[src/sv/bpc_pkg.sv]
// ----------------------------------------------------------------------------
// bpc_pkg
// Shared types and constants for the button press classifier.
// ----------------------------------------------------------------------------
package bpc_pkg;

  localparam int unsigned TIME_W   = 32;
  localparam int unsigned THRESH_W = 16;
  localparam int unsigned CFG_IDX_W = 2;

  // reset values of the configuration registers
  localparam logic [THRESH_W-1:0] DEBOUNCE_RST = 16'd30;
  localparam logic [THRESH_W-1:0] ARM_RST      = 16'd1500;
  localparam logic [THRESH_W-1:0] LONG_RST     = 16'd3000;
  localparam logic                PRESSED_RST  = 1'b0;

  typedef enum logic [1:0] {
    EV_NONE  = 2'd0,
    EV_SHORT = 2'd1,
    EV_ARMED = 2'd2,
    EV_LONG  = 2'd3
  } event_t;

  typedef enum logic [CFG_IDX_W-1:0] {
    REG_DEBOUNCE = 2'd0,
    REG_ARM      = 2'd1,
    REG_LONG     = 2'd2,
    REG_PRESSED  = 2'd3
  } reg_idx_t;

  typedef struct packed {
    logic [THRESH_W-1:0] debounce_time;
    logic [THRESH_W-1:0] arm_time;
    logic [THRESH_W-1:0] long_time;
    logic                active_level;
  } cfg_t;

endpackage

[src/sv/bpc_cfg_regs.sv]
// ----------------------------------------------------------------------------
// bpc_cfg_regs
// Configuration register file: thresholds and active pin level.
// ----------------------------------------------------------------------------
module bpc_cfg_regs (
  input  logic                          clk,
  input  logic                          rst_n,
  input  logic                          wr_en,
  input  logic [bpc_pkg::CFG_IDX_W-1:0] wr_idx,
  input  logic [bpc_pkg::THRESH_W-1:0]  wr_data,
  output bpc_pkg::cfg_t                 cfg
);

  bpc_pkg::cfg_t cfg_r;
  bpc_pkg::cfg_t cfg_nxt;

  always_comb begin
    cfg_nxt = cfg_r;
    if (wr_en) begin
      unique case (bpc_pkg::reg_idx_t'(wr_idx))
        bpc_pkg::REG_DEBOUNCE: cfg_nxt.debounce_time = wr_data;
        bpc_pkg::REG_ARM:      cfg_nxt.arm_time      = wr_data;
        bpc_pkg::REG_LONG:     cfg_nxt.long_time     = wr_data;
        bpc_pkg::REG_PRESSED:  cfg_nxt.active_level  = wr_data[0];
        default:               cfg_nxt = cfg_r;
      endcase
    end
  end

  always_ff @(posedge clk) begin
    if (!rst_n) begin
      cfg_r.debounce_time <= bpc_pkg::DEBOUNCE_RST;
      cfg_r.arm_time      <= bpc_pkg::ARM_RST;
      cfg_r.long_time     <= bpc_pkg::LONG_RST;
      cfg_r.active_level  <= bpc_pkg::PRESSED_RST;
    end else begin
      cfg_r <= cfg_nxt;
    end
  end

  assign cfg = cfg_r;

endmodule

[src/sv/bpc_classify.sv]
// ----------------------------------------------------------------------------
// bpc_classify
// Debounce and press length state, updated once per poll transfer.
// ----------------------------------------------------------------------------
module bpc_classify (
  input  logic                        clk,
  input  logic                        rst_n,
  input  logic                        step,
  input  logic                        pin_level,
  input  logic [bpc_pkg::TIME_W-1:0]  now_time,
  input  bpc_pkg::cfg_t               cfg,
  output bpc_pkg::event_t             event_code,
  output logic                        is_held
);

  logic                       last_raw_r, last_raw_nxt;
  logic                       settled_r, settled_nxt;
  logic [bpc_pkg::TIME_W-1:0] change_time_r, change_time_nxt;
  logic [bpc_pkg::TIME_W-1:0] start_time_r, start_time_nxt;
  logic                       armed_given_r, armed_given_nxt;
  logic                       long_given_r, long_given_nxt;

  logic                       raw;
  logic [bpc_pkg::TIME_W-1:0] since_change;
  logic [bpc_pkg::TIME_W-1:0] held_time;
  logic                       bounce_wait;
  logic                       long_hit;
  logic                       arm_hit;

  assign raw          = (pin_level == cfg.active_level);
  assign since_change = now_time - change_time_r;
  assign held_time    = now_time - start_time_r;
  assign bounce_wait  = since_change < {{(bpc_pkg::TIME_W-bpc_pkg::THRESH_W){1'b0}},
                                       cfg.debounce_time};
  assign long_hit     = held_time >= {{(bpc_pkg::TIME_W-bpc_pkg::THRESH_W){1'b0}},
                                     cfg.long_time};
  assign arm_hit      = held_time >= {{(bpc_pkg::TIME_W-bpc_pkg::THRESH_W){1'b0}},
                                     cfg.arm_time};

  always_comb begin
    last_raw_nxt    = last_raw_r;
    settled_nxt     = settled_r;
    change_time_nxt = change_time_r;
    start_time_nxt  = start_time_r;
    armed_given_nxt = armed_given_r;
    long_given_nxt  = long_given_r;
    event_code      = bpc_pkg::EV_NONE;
    if (raw != last_raw_r) begin
      // restart debounce timer
      last_raw_nxt    = raw;
      change_time_nxt = now_time;
    end else if (raw == settled_r || bounce_wait) begin
      if (settled_r) begin
        if (!long_given_r && long_hit) begin
          long_given_nxt = 1'b1;
          event_code     = bpc_pkg::EV_LONG;
        end else if (!armed_given_r && arm_hit) begin
          armed_given_nxt = 1'b1;
          event_code      = bpc_pkg::EV_ARMED;
        end
      end
    end else begin
      settled_nxt = raw;
      if (raw) begin
        start_time_nxt  = now_time;
        armed_given_nxt = 1'b0;
        long_given_nxt  = 1'b0;
      end else if (!long_given_r) begin
        event_code = bpc_pkg::EV_SHORT;
      end
    end
  end

  assign is_held = settled_nxt;

  always_ff @(posedge clk) begin
    if (!rst_n) begin
      last_raw_r    <= 1'b0;
      settled_r     <= 1'b0;
      change_time_r <= '0;
      start_time_r  <= '0;
      armed_given_r <= 1'b0;
      long_given_r  <= 1'b0;
    end else if (step) begin
      last_raw_r    <= last_raw_nxt;
      settled_r     <= settled_nxt;
      change_time_r <= change_time_nxt;
      start_time_r  <= start_time_nxt;
      armed_given_r <= armed_given_nxt;
      long_given_r  <= long_given_nxt;
    end
  end

  a_hold_event_needs_press: assert property (@(posedge clk) disable iff (!rst_n)
    step && (event_code == bpc_pkg::EV_LONG || event_code == bpc_pkg::EV_ARMED)
    |-> settled_r)
    else $error("hold event without settled press");

  a_short_releases: assert property (@(posedge clk) disable iff (!rst_n)
    step && event_code == bpc_pkg::EV_SHORT |=> !settled_r)
    else $error("short event did not release");

  a_long_once: assert property (@(posedge clk) disable iff (!rst_n)
    step && event_code == bpc_pkg::EV_LONG |-> !long_given_r)
    else $error("long event given twice in one press");

endmodule

[src/sv/button_press_classifier_core.sv]
// ----------------------------------------------------------------------------
// button_press_classifier_core
// Debounced push button with short / armed / long press classification.
//
//   channel  ports                dir  payload
//   in       in_tvalid/tready     in   tdata[0] pin_level, [32:1] now_time
//   out      out_tvalid/tready    out  tdata[1:0] event_code, [2] is_held
//   cfg      cfg_valid/ready      in   cfg_index, cfg_data (always ready)
//
// One poll per cycle sustained while out_tready stays high; each poll is
// registered in the input register and then in the result register.
// Debounce state advances when a poll moves from the input register into the
// result register, so each poll sees the state left by the one before.
// A stalled output holds the result and the next poll waits in the input
// register; in_tready drops only when both registers are full.
// Synchronous active-low reset: released state and reset thresholds.
// ----------------------------------------------------------------------------
module button_press_classifier_core (
  input  logic        clk,
  input  logic        rst_n,
  input  logic        in_tvalid,
  output logic        in_tready,
  input  logic [39:0] in_tdata,    // [0] pin_level, [32:1] now_time, [39:33] zero
  output logic        out_tvalid,
  input  logic        out_tready,
  output logic [7:0]  out_tdata,   // [1:0] event_code, [2] is_held, [7:3] zero
  input  logic        cfg_valid,
  output logic        cfg_ready,
  input  logic [bpc_pkg::CFG_IDX_W-1:0] cfg_index,
  input  logic [bpc_pkg::THRESH_W-1:0]  cfg_data
);

  bpc_pkg::cfg_t cfg;

  logic                       in_valid_r, in_valid_nxt;
  logic                       pin_r;
  logic [bpc_pkg::TIME_W-1:0] time_r;
  logic                       out_valid_r, out_valid_nxt;
  bpc_pkg::event_t            ev_r;
  logic                       held_r;

  logic                       advance;
  logic                       in_xfer;
  bpc_pkg::event_t            ev_c;
  logic                       held_c;

  assign cfg_ready = 1'b1;

  bpc_cfg_regs u_cfg (
    .clk     (clk),
    .rst_n   (rst_n),
    .wr_en   (cfg_valid),
    .wr_idx  (cfg_index),
    .wr_data (cfg_data),
    .cfg     (cfg)
  );

  bpc_classify u_cls (
    .clk        (clk),
    .rst_n      (rst_n),
    .step       (advance),
    .pin_level  (pin_r),
    .now_time   (time_r),
    .cfg        (cfg),
    .event_code (ev_c),
    .is_held    (held_c)
  );

  assign advance   = in_valid_r && (!out_valid_r || out_tready);
  assign in_tready = !in_valid_r || advance;
  assign in_xfer   = in_tvalid && in_tready;

  always_comb begin
    in_valid_nxt  = in_xfer ? 1'b1 : (advance ? 1'b0 : in_valid_r);
    out_valid_nxt = advance ? 1'b1 : (out_tready ? 1'b0 : out_valid_r);
  end

  always_ff @(posedge clk) begin
    if (!rst_n) begin
      in_valid_r  <= 1'b0;
      out_valid_r <= 1'b0;
    end else begin
      in_valid_r  <= in_valid_nxt;
      out_valid_r <= out_valid_nxt;
    end
  end

  always_ff @(posedge clk) begin
    if (in_xfer) begin
      pin_r  <= in_tdata[0];
      time_r <= in_tdata[bpc_pkg::TIME_W:1];
    end
    if (advance) begin
      ev_r   <= ev_c;
      held_r <= held_c;
    end
  end

  assign out_tvalid = out_valid_r;
  assign out_tdata  = {5'b0, held_r, ev_r};

  a_advance_fills_out: assert property (@(posedge clk) disable iff (!rst_n)
    advance |=> out_tvalid)
    else $error("result lost after advance");

  a_input_holds: assert property (@(posedge clk) disable iff (!rst_n)
    in_valid_r && !advance |=> in_valid_r && $stable(time_r) && $stable(pin_r))
    else $error("pending poll dropped");

  a_ready_when_room: assert property (@(posedge clk) disable iff (!rst_n)
    !in_valid_r |-> in_tready)
    else $error("not ready with empty input register");

endmodule

[config.mk]
export PLATFORM = sky130hd
export DESIGN_NAME = button_press_classifier_core
export DESIGN_NICKNAME = d
export VERILOG_FILES = /design/src/sv/bpc_pkg.sv /design/src/sv/bpc_cfg_regs.sv /design/src/sv/bpc_classify.sv /design/src/sv/button_press_classifier_core.sv
export SDC_FILE = /design/constraint.sdc
export NUM_CORES = 1
export LEC_CHECK = 0
export BUFFER_PORTS_ARGS = -buffer_cell sky130_fd_sc_hd__buf_2
export CORE_UTILIZATION = 48
export DETAILED_ROUTE_END_ITERATION = 16
export GPL_ROUTABILITY_DRIVEN = 0
export GPL_TIMING_DRIVEN = 0
export PLACE_DENSITY = 0.67
export SKIP_LAST_GASP = 1
export SLEW_MARGIN = 5
export SYNTH_ARGS = -nofsm -noshare
export SYNTH_HDL_FRONTEND = slang
export SYNTH_SLANG_ARGS = --single-unit
[constraint.sdc]
create_clock -name clk -period 5.75 [get_ports clk]
set_input_delay 0.2875 -clock clk [delete_from_list [all_inputs] [get_ports clk]]
set_output_delay 0.2875 -clock clk [all_outputs]
set_load 0.01 [all_outputs]
**Yosys cells after proc, flatten, opt, wreduce, memory -nomap -nowiden**

Cells that the tools add are included.
Widths: inputs -> output; s select.

- Output and inout bits: 11
- Register bits: 155

- Reduce and logical (&&, ||, !) cells: 23
- $lt $le $gt $ge: 3
- Eq/ne operators: 10
- $add $sub $neg: 2
- Bitwise operators: 2
- Muxes and demuxes: 20

Operators with widths:

| operator | count |
|---|---|
| $ge 32x16->1 | 2 |
| $sub 32x32->32 | 2 |
| $lt 32x16->1 | 1 |
| $mux 1 | 15 |
| $mux 2 | 5 |
| $reduce_and 2->1 | 5 |
| $ne 2x2->1 const B | 3 |
| $reduce_and 6->1 | 1 |
| $reduce_bool 2->1 | 3 |
| $reduce_and 5->1 | 1 |
| $eq 2x2->1 const B | 2 |
| $logic_and 1x1->1 | 4 |
| $logic_not 1->1 | 4 |
| $reduce_and 4->1 | 1 |
| $logic_or 1x1->1 | 3 |
| $eq 1x1->1 | 2 |
| $eq 2x1->1 const B | 1 |
| $logic_not 2->1 | 1 |
| $ne 2x1->1 const B | 1 |
| $not 1->1 | 2 |
| $ne 1x1->1 | 1 |

**Longest topological paths before layout**

Gate-level depths: netlist of the first run.

- Depth in word-level cells: 7
- Depth in mapped cells: 24
- Depth with buffers taken out: 22

**Hierarchy**

From an unflattened synthesis of the first run, not the netlist that was laid out.

- Cells, all modules: 1400
- Area total of the unflattened synthesis: 11705.0 µm²

By module, submodules not included:

| module | area an instance (µm²) | times used | cells each | sequential area each (µm²) |
|---|---|---|---|---|
| bpc_classify | 8423.1 | 1 | 1152 | 1361.3 |
| bpc_cfg_regs | 2037.0 | 1 | 194 | 980.9 |
| button_press_classifier_core | 1244.9 | 1 | 54 | 1121.1 |

**Least setup slack after synthesis of the first run**

OpenSTA, ideal clock, no wires.

- Path kind: register -> register
- Start point: register time_r[1] in the netlist's numbering
- End point: register u_cls.start_time_r[1] in the netlist's numbering
- Setup slack: 1.276 ns
- Library setup time: 0.115 ns
- Stages on the path, launching flop included: 23
- Data arrival time: 4.359 ns
- Data required time: 5.635 ns
- Path through: edfxtp_1 > ha_1 > nor2b_1 > o2111ai_1 > a21oi_1 > nor2_1 > o21ai_0 > a21oi_1 > xnor2_1 > ha_1 > a21oi_1 > o221a_2 > o221ai_1 > nor3_1 > nand4b_1 > nor4b_1 > nand4_1 > nor4_4 > nor3_2 > buf_6 > buf_8 > mux2i_1 > and2_1

- Word-level cells in the longest chain between the ends: 5

Ends and longest elaborated chain:

| element | RTL line | source |
|---|---|---|
| start, declared | button_press_classifier_core.sv:37 | `logic [bpc_pkg::TIME_W-1:0] time_r;` |
| start signal, assigned | button_press_classifier_core.sv:91 | `time_r <= in_tdata[bpc_pkg::TIME_W:1];` |
| $sub 32x32->32 | bpc_classify.sv:31 | `assign since_change = now_time - change_time_r;` |
| $lt 32x16->1 | bpc_classify.sv:33 | `assign bounce_wait = since_change < {{(bpc_pkg::TIME_W-bpc_pkg::THRESH_W){1'b0}},` |
| $logic_or 1x1->1 | bpc_classify.sv:52 | `end else if (raw == settled_r \|\| bounce_wait) begin` |
| $not 1->1 (no line) | n/a |  |
| $reduce_and 4->1 (no line) | n/a |  |
| end signal, assigned | bpc_classify.sv:88 | `start_time_r <= start_time_nxt;` |
| end, declared | bpc_classify.sv:19 | `logic [bpc_pkg::TIME_W-1:0] start_time_r, start_time_nxt;` |

Parallel ways exist; a longest one is shown, timed or not.
A chain may end at the register's enable or synchronous reset.

**Final worst setup path of the first run**

- Start point: register time_r[0] in the netlist's numbering
- End point: register u_cls.start_time_r[1] in the netlist's numbering

- Word-level cells in the longest chain between the ends: 5

Ends and longest elaborated chain:

| element | RTL line |
|---|---|
| $sub 32x32->32 | bpc_classify.sv:31 |
| $lt 32x16->1 | bpc_classify.sv:33 |
| $logic_or 1x1->1 | bpc_classify.sv:52 |
| $not 1->1 (no line) | n/a |
| $reduce_and 4->1 (no line) | n/a |

No other way between the ends.

==> flow_summary.ini, run 1 <==
[floorplanning]
ios = 74
die_area_um2 = 22900
start_util_pct = 49.1
core_um2 = 21800
rows = 54
fp.dieW_um = 151
fp.dieH_um = 151

[synthesis]
synth_compound_area_share_pct = 21.7
synth-seq-cells = 155
synthCells = 1291
netlist_area_um2 = 10700
synth_cell_types = 78
synth_fa_ha_area_share_pct = 13.1
synth_edf_count = 36
avgSynthCellArea_um2 = 8.30
async_flop_share_pct = 0
synth-xor-area-share_pct = 3.68
yosys_warnings = 0
yosys.area_share.simple_pct = 17.8
ys.flop_type = dfxtp_1
synth_top_family_by_area = compound AO/OA/AOI/OAI gates
synthMuxAreaShare_pct = 4.12
seq_area_frac_synth_pct = 32.3

[power_and_ir_drop]
p_per_area_nw_per_um2 = 240
ir_drop_mv = 0.188
power.total_mw = 2.86
leakage_nw = 4.64

[global_route]
antenna_found_initial = 0
grt_pass1_wl_um = 44000
grt_pass1_vias = 8555
grt_remaining_overflow = 0
grt_max_degree = 34
track_usage_pct = 25.1

[clock_network]
numCtsBuffers = 17
clk_path_buf_depth = 2
clock-root-buffer = clkbuf_16
htree_num_levels = 4
path_clk_slew_ps = 80
clkSinkCount = 155
cts_tree = yes
ctsHoldBuffers = 0
clk_latency_ps = 430

[critical_path]
arrival_ps = 5750
cp_num_buf_inv = 5
path_depth = 24
cp_cell_sequence = inv_1 > ha_1 > inv_1 > fa_1 > a211oi_1 > o21ai_1 > a31oi_1 > nand2_1 > xor2_1 > ha_1 > a21oi_1 > o221a_2 > o221ai_1 > nor3_1 > nand4b_1 > nor4b_1 > nand4_1 > nor4_4 > buf_4 > nor3_2 > buf_6 > buf_8 > mux2i_1 > and2_1
worstPathMaxFanout = 10
critPathSlowestCell = edfxtp_1
path_class = flop to flop
slowest_delay_ps = 430
cpLargestDelayFamily = simple AND/OR/NAND/NOR gates
end_kind = flop
start_kind = flop
ff2ff_path_depth = 24
cp_data_required_time_ps = 6070

[drt]
routed_wl_um = 27300
viasPerCell = 5.52
vias = 9212
ant_nets = 0
wire_per_inst_um = 16.4
drt_pass1_iterations = 5
drt_iter0_markers = 522
drc = 0

[layout]
fin_util_pct = 54.7
final_area_um2 = 11900
area_growth_pct = 11.4
drive_gt1_share_pct = 9.22
final_nets = 1549
fillers = 2056
final_cells = 1669

[sta]
fin_crit_sh_pct = 94.3
timing.hold.ws_ps = 27.6
slew_headroom_pct = 13.8
final.setup.worst_slack_ps = 325
setup_viol = 0
hold_violations = 0
tns_ps = 0
worst_pin_slew_ps = 1290
fin_crit_ps = 5420
max_freq_mhz = 184
slew_viol_final = 0
rsz0062_at_grt = no
finalClockSkew_ps = 19.7

[placed_design]
place_ws_ps = -98.4
dp_hpwl_um = 21800
portBuffers = 59
placedInstanceArea_um2 = 11400
dp_cells = 1634

[min_path]
hp-class = primary input to flop
holdPathStages = 1

[flow_run]
maxCapViolations = 0

[outcome]
status = finished, final reports clean
kinds of logic after synthesis:
| family | after synthesis |
|---|---|
| muxes | 44 |
| other | 2 |
| adders and majority gates | 111 |
| DFF | 155 |
| AOI/OAI and AO/OA | 344 |
| buffers and inverters | 188 |
| and+or+nand+nor | 402 |
| xor gates and xnor gates | 45 |
cell usage after synthesis (all sizes together), types with 9 or more instances:
cell type | instances | share of area [%]
o21a | 11 | 0.77
a31oi | 9 | 0.53
nor2b | 39 | 2.3
clkbuf | 44 | 1.5
nand3 | 12 | 0.56
nand4 | 23 | 1.3
inv | 129 | 4.5
a21o | 33 | 2.3
edfxtp | 36 | 10
xnor2 | 29 | 2.4
ha | 109 | 13
mux2i | 43 | 4.0
a21oi | 88 | 4.2
nand2 | 210 | 7.4
and2 | 9 | 0.53
nor3 | 13 | 0.65
nand2b | 13 | 0.76
nor2 | 44 | 1.5
dfxtp | 119 | 22
buf | 15 | 1.1
o211ai | 30 | 2.1
o21ai | 46 | 2.1
xor2 | 16 | 1.3
a21boi | 69 | 4.8
report_power, final:
group	internal [mW]	switching, mW
logic	0.252	0.370
registers	1.16	0.0357
clock network	0.562	0.484
cell type report:
class	count	area, um2	area share, %
Antenna cell	1	2.50	0.0210
Buffer	59	285	2.39
Clock buffer	18	429	3.60
Clock inverter	14	109	0.912
Inverter	129	484	4.06
Multi-Input combinational cell	952	6500	54.5
Sequential cell	155	3460	29.0
Tap cell	280	350	2.94
Timing Repair Buffer	61	310	2.60
sequential cells by signal, indices dropped and copies added (netlist names):
| signal | count |
|---|---|
| in_valid_r | 1 |
| u_cfg.cfg | 49 |
| u_cls.armed_given_r | 1 |
| u_cls.long_given_r | 1 |
| u_cls.settled_r | 1 |
| held_r | 1 |
| time_r | 32 |
| u_cls.change_time_r | 32 |
| ev_r | 2 |
| u_cls.last_raw_r | 1 |
| u_cls.start_time_r | 32 |
| pin_r | 1 |
| out_tvalid | 1 |
final timing paths:
check,endpoint,slack (ps),start
setup / recovery,u_cls.start_time_r[1],330,time_r[0]
hold / removal,time_r[7],30,in_tdata[8]
setup reg to reg,u_cls.start_time_r[1],330,time_r[0]
hold reg to reg,u_cls.change_time_r[26],460,u_cls.change_time_r[26]
worst reg2reg max path, stage by stage (launching register included):
cell	delay, ps
edfxtp_1	430
inv_1	130
ha_1	190
inv_1	60
fa_1	420
a211oi_1	340
o21ai_1	190
a31oi_1	380
nand2_1	120
xor2_1	160
ha_1	190
a21oi_1	230
o221a_2	240
o221ai_1	100
nor3_1	310
nand4b_1	140
nor4b_1	380
nand4_1	200
nor4_4	270
buf_4	180
nor3_2	60
buf_6	150
buf_8	180
mux2i_1	130
and2_1	150
cell usage in the layout, fill, tap and decap left out, drive strengths merged, types with 23 or more instances in the layout:
cell    Yosys  final
a21o       33     33
clkbuf     44     62
nor2       44     44
a21boi     69     69
buf        15     76
o211ai     30     30
mux2i      43     43
nand4      23     23
inv       129    137
dfxtp     119    119
xnor2      29     29
nor2b      39     39
ha        109    109
edfxtp     36     36
a21oi      88     88
o21ai      46     46
nand2     210    210
routing by layer:
metal | wire length (um) | global-route usage [%] | vias up | share of wire, %
li1 | - | - | 4670 | -
met1 | 13100 | 35.3 | 4280 | 48
met2 | 12300 | 39.1 | 223 | 45
met3 | 1310 | 3.28 | 39 | 4.8
met4 | 646 | 8.60 | 0 | 2.4
met5 | 0 | 0 | - | 0
timing repair:
action	4_1_cts	5_1_grt
gates resized for setup	1	2
endpoints found under the setup margin	28	30
buffers inserted	0	2
pin swaps	0	1
hold endpoints to repair	0	0
(Power assumes the default switching activity.)
==> run 2: changes to the inputs <==
--- a/config.mk
+++ b/config.mk
@@ -10,9 +10,10 @@
 export DETAILED_ROUTE_END_ITERATION = 16
 export GPL_ROUTABILITY_DRIVEN = 0
 export GPL_TIMING_DRIVEN = 0
-export PLACE_DENSITY = 0.67
+export PLACE_DENSITY = 0.66
 export SKIP_LAST_GASP = 1
 export SLEW_MARGIN = 5
 export SYNTH_ARGS = -nofsm -noshare
 export SYNTH_HDL_FRONTEND = slang
+export SYNTH_HIERARCHICAL = 1
 export SYNTH_SLANG_ARGS = --single-unit
==> constraint.sdc (replaced) <==
create_clock -name clk -period 6.6 [get_ports clk]
set_input_delay 0.33 -clock clk [delete_from_list [all_inputs] [get_ports clk]]
set_output_delay 0.33 -clock clk [all_outputs]
set_load 0.01 [all_outputs]
==> run 2 against run 1 <==
  * Cell count increased by 8.8%
  * Worst setup slack improved by 710 ps
  * Clock skew decreased by 7.6 ps
  * Largest power group unchanged
==> flow_summary.ini, run 2 <==
[outcome]
status = finished, final reports clean

[power_and_ir_drop]
p_per_area_nw_per_um2 = 201
leakage_nw = 5.47
ir_drop_mv = 0.150
power.total_mw = 2.61

[global_route]
grt_pass1_vias = 9641
grt_max_degree = 25
track_usage_pct = 25.9
busiest_layer = met2
globalRouteMet1Util_pct = 35.4
grt_remaining_overflow = 0
grt_pass1_wl_um = 49700
met2_usage_pct = 42.0
antenna_found_initial = 0
use_met3_pct = 3.59

[synthesis]
synth_top_cell_by_area = dfxtp_1
ys.flop_type = dfxtp_1
synth-seq-cells = 155
seq_area_frac_synth_pct = 29.6
synth_cell_types = 88
netlist_area_um2 = 11700
synthTopCellsByArea = dfxtp_1 (20%), ha_1 (12%), edfxtp_1 (9.2%)
yosys-top-cells-count = nand2_1 (190), inv_1 (130), dfxtp_1 (119), ha_1 (109), a21oi_1 (94)
async_flop_share_pct = 0
synthCells = 1400
synth_top_area_share_pct = 20.4
synth_edf_count = 36
avgSynthCellArea_um2 = 8.36
yosysMostFrequentCell = nand2_1
yosys_warnings = 6

[clock_network]
numCtsBuffers = 17
path_clk_slew_ps = 70
cts_tree = yes
cts_resized = 0
ctsHoldBuffers = 0
clk_path_buf_depth = 2
clkSinkCount = 155
htree_num_levels = 4
clock-root-buffer = clkbuf_16
clk_latency_ps = 430
postCtsSetupRepairBufs = 0

[layout]
final_nets = 1658
antenna_cells = 0
drive_gt1_share_pct = 10.7
final_cells = 1816
area_growth_pct = 11.2
fin_util_pct = 55.0
final_common_cell = nand2_1
layout_common_cells = nand2_1 (190), inv_1 (130), dfxtp_1 (119)
largest_reg_flops = 49

[sta]
setup_viol = 0
slew_viol_final = 0
fin_crit_sh_pct = 84.4
rsz0062_at_grt = no
tns_ps = 0
slew_headroom_pct = 48.0
hold_violations = 0
max_freq_mhz = 180
fin_crit_ps = 5570
finalClockSkew_ps = 12.1
worst_pin_slew_ps = 772

[drt]
drc = 0
ant_nets = 0
wire_per_inst_um = 17.3
routed_wl_um = 31300
drt_iter0_markers = 831
viasPerCell = 5.63
drt_pass1_iterations = 5
vias = 10200

[placed_design]
dp_hpwl_um = 25100
portBuffers = 60
dp_cells = 1784

[critical_path]
r2r-end = ev_r[1]
slowest_delay_ps = 540
ff2ff_path_depth = 21
cp_data_required_time_ps = 6880
worstPathMaxFanout = 5
critPathSlowestCell = or4_1
end_kind = flop
arrival_ps = 5850
start_kind = flop
crit_path_start = time_r[0]
rrSetupSlack_ps = 1030
cp_cell_sequence = inv_1 > ha_1 > inv_1 > fa_1 > a211oi_1 > o21ai_1 > a21oi_1 > nor2_1 > nor2_1 > xnor2_1 > ha_1 > nor2b_1 > o21ai_0 > o311ai_1 > or4_1 > nor4_1 > a21boi_1 > nand4_1 > o31ai_1 > nand2_1 > a21oi_1
regToRegStartpoint = time_r[0]
path_class = flop to flop
endpoint = ev_r[1]

[floorplanning]
die_area_um2 = 25000
fp.dieH_um = 158
start_util_pct = 49.4
ios = 74
fp.dieW_um = 158
rows = 56
core_um2 = 23700

[flow_run]
maxCapViolations = 0

[min_path]
hp-class = primary input to flop
## run 2: worst max-delay path, delay by kind of cell, from the launching register on
| family | cells | cell delay (ps) |
|---|---|---|
| simple gates | 7 | 1460 |
| buf+inv | 2 | 190 |
| flops | 1 | 430 |
| fa+ha+maj | 3 | 900 |
| compound gates | 8 | 2260 |
| xor+xnor | 1 | 140 |
## run 2: final cells by class
class | instances | area, um2
Clock inverter | 12 | 100
Inverter | 130 | 488
Fill cell | 2227 | 10700
Multi-Input combinational cell | 1049 | 7320
Sequential cell | 155 | 3460
Tap cell | 319 | 399
Buffer | 70 | 458
Clock buffer | 20 | 467
Timing Repair Buffer | 61 | 320
## run 2: logic make-up (layout without fill, tap and decap cells)
kind of cell	Yosys count	count (layout)	synth area share, %
buf+inv	200	293	8.08
xor+xnor	38	38	2.84
mux	80	80	6.84
simple gates	466	466	20.3
flops	155	155	29.6
compound gates	348	348	20.3
fa+ha+maj	111	111	12.0
other cells	2	6	0.0642
## run 2: power by group
| group | internal [mW] | total [mW] | switching (mW) |
|---|---|---|---|
| clock network | 0.522 | 0.948 | 0.426 |
| logic | 0.250 | 0.622 | 0.372 |
| registers | 1.01 | 1.04 | 0.0351 |
## run 2: worst min-delay path by stage
stage                        startpoint            end  slack (ps)  cells past startpoint
after global routing        in_tdata[2]      time_r[1]          50                      1
after global placement    u_cfg/cfg[31]  u_cfg/cfg[31]         440                      2
after CTS                   in_tdata[1]      time_r[0]          50                      1
final                      in_tdata[13]     time_r[12]          70                      1
after floorplan             in_tdata[0]          pin_r         430                      0
after detailed placement  u_cfg/cfg[18]  u_cfg/cfg[18]         450                      2
## run 2: stage by stage
stage	worst slack (ps)	hold slack [ps]	instance area (um2)
final	1030	67.8	13000
after global routing	572	48.1	13000
after global placement	1140	443	12400
after detailed placement	1070	447	12500
after floorplan	2260	429	11700
after CTS	1030	50.9	13000
## run 2: routing by layer
layer	wire length (um)	share of wire, %	vias up
li1	-	-	5132
met1	14800	47	4784
met2	14400	46	268
met3	1530	4.9	42
met4	632	2.0	0
met5	0	0	-
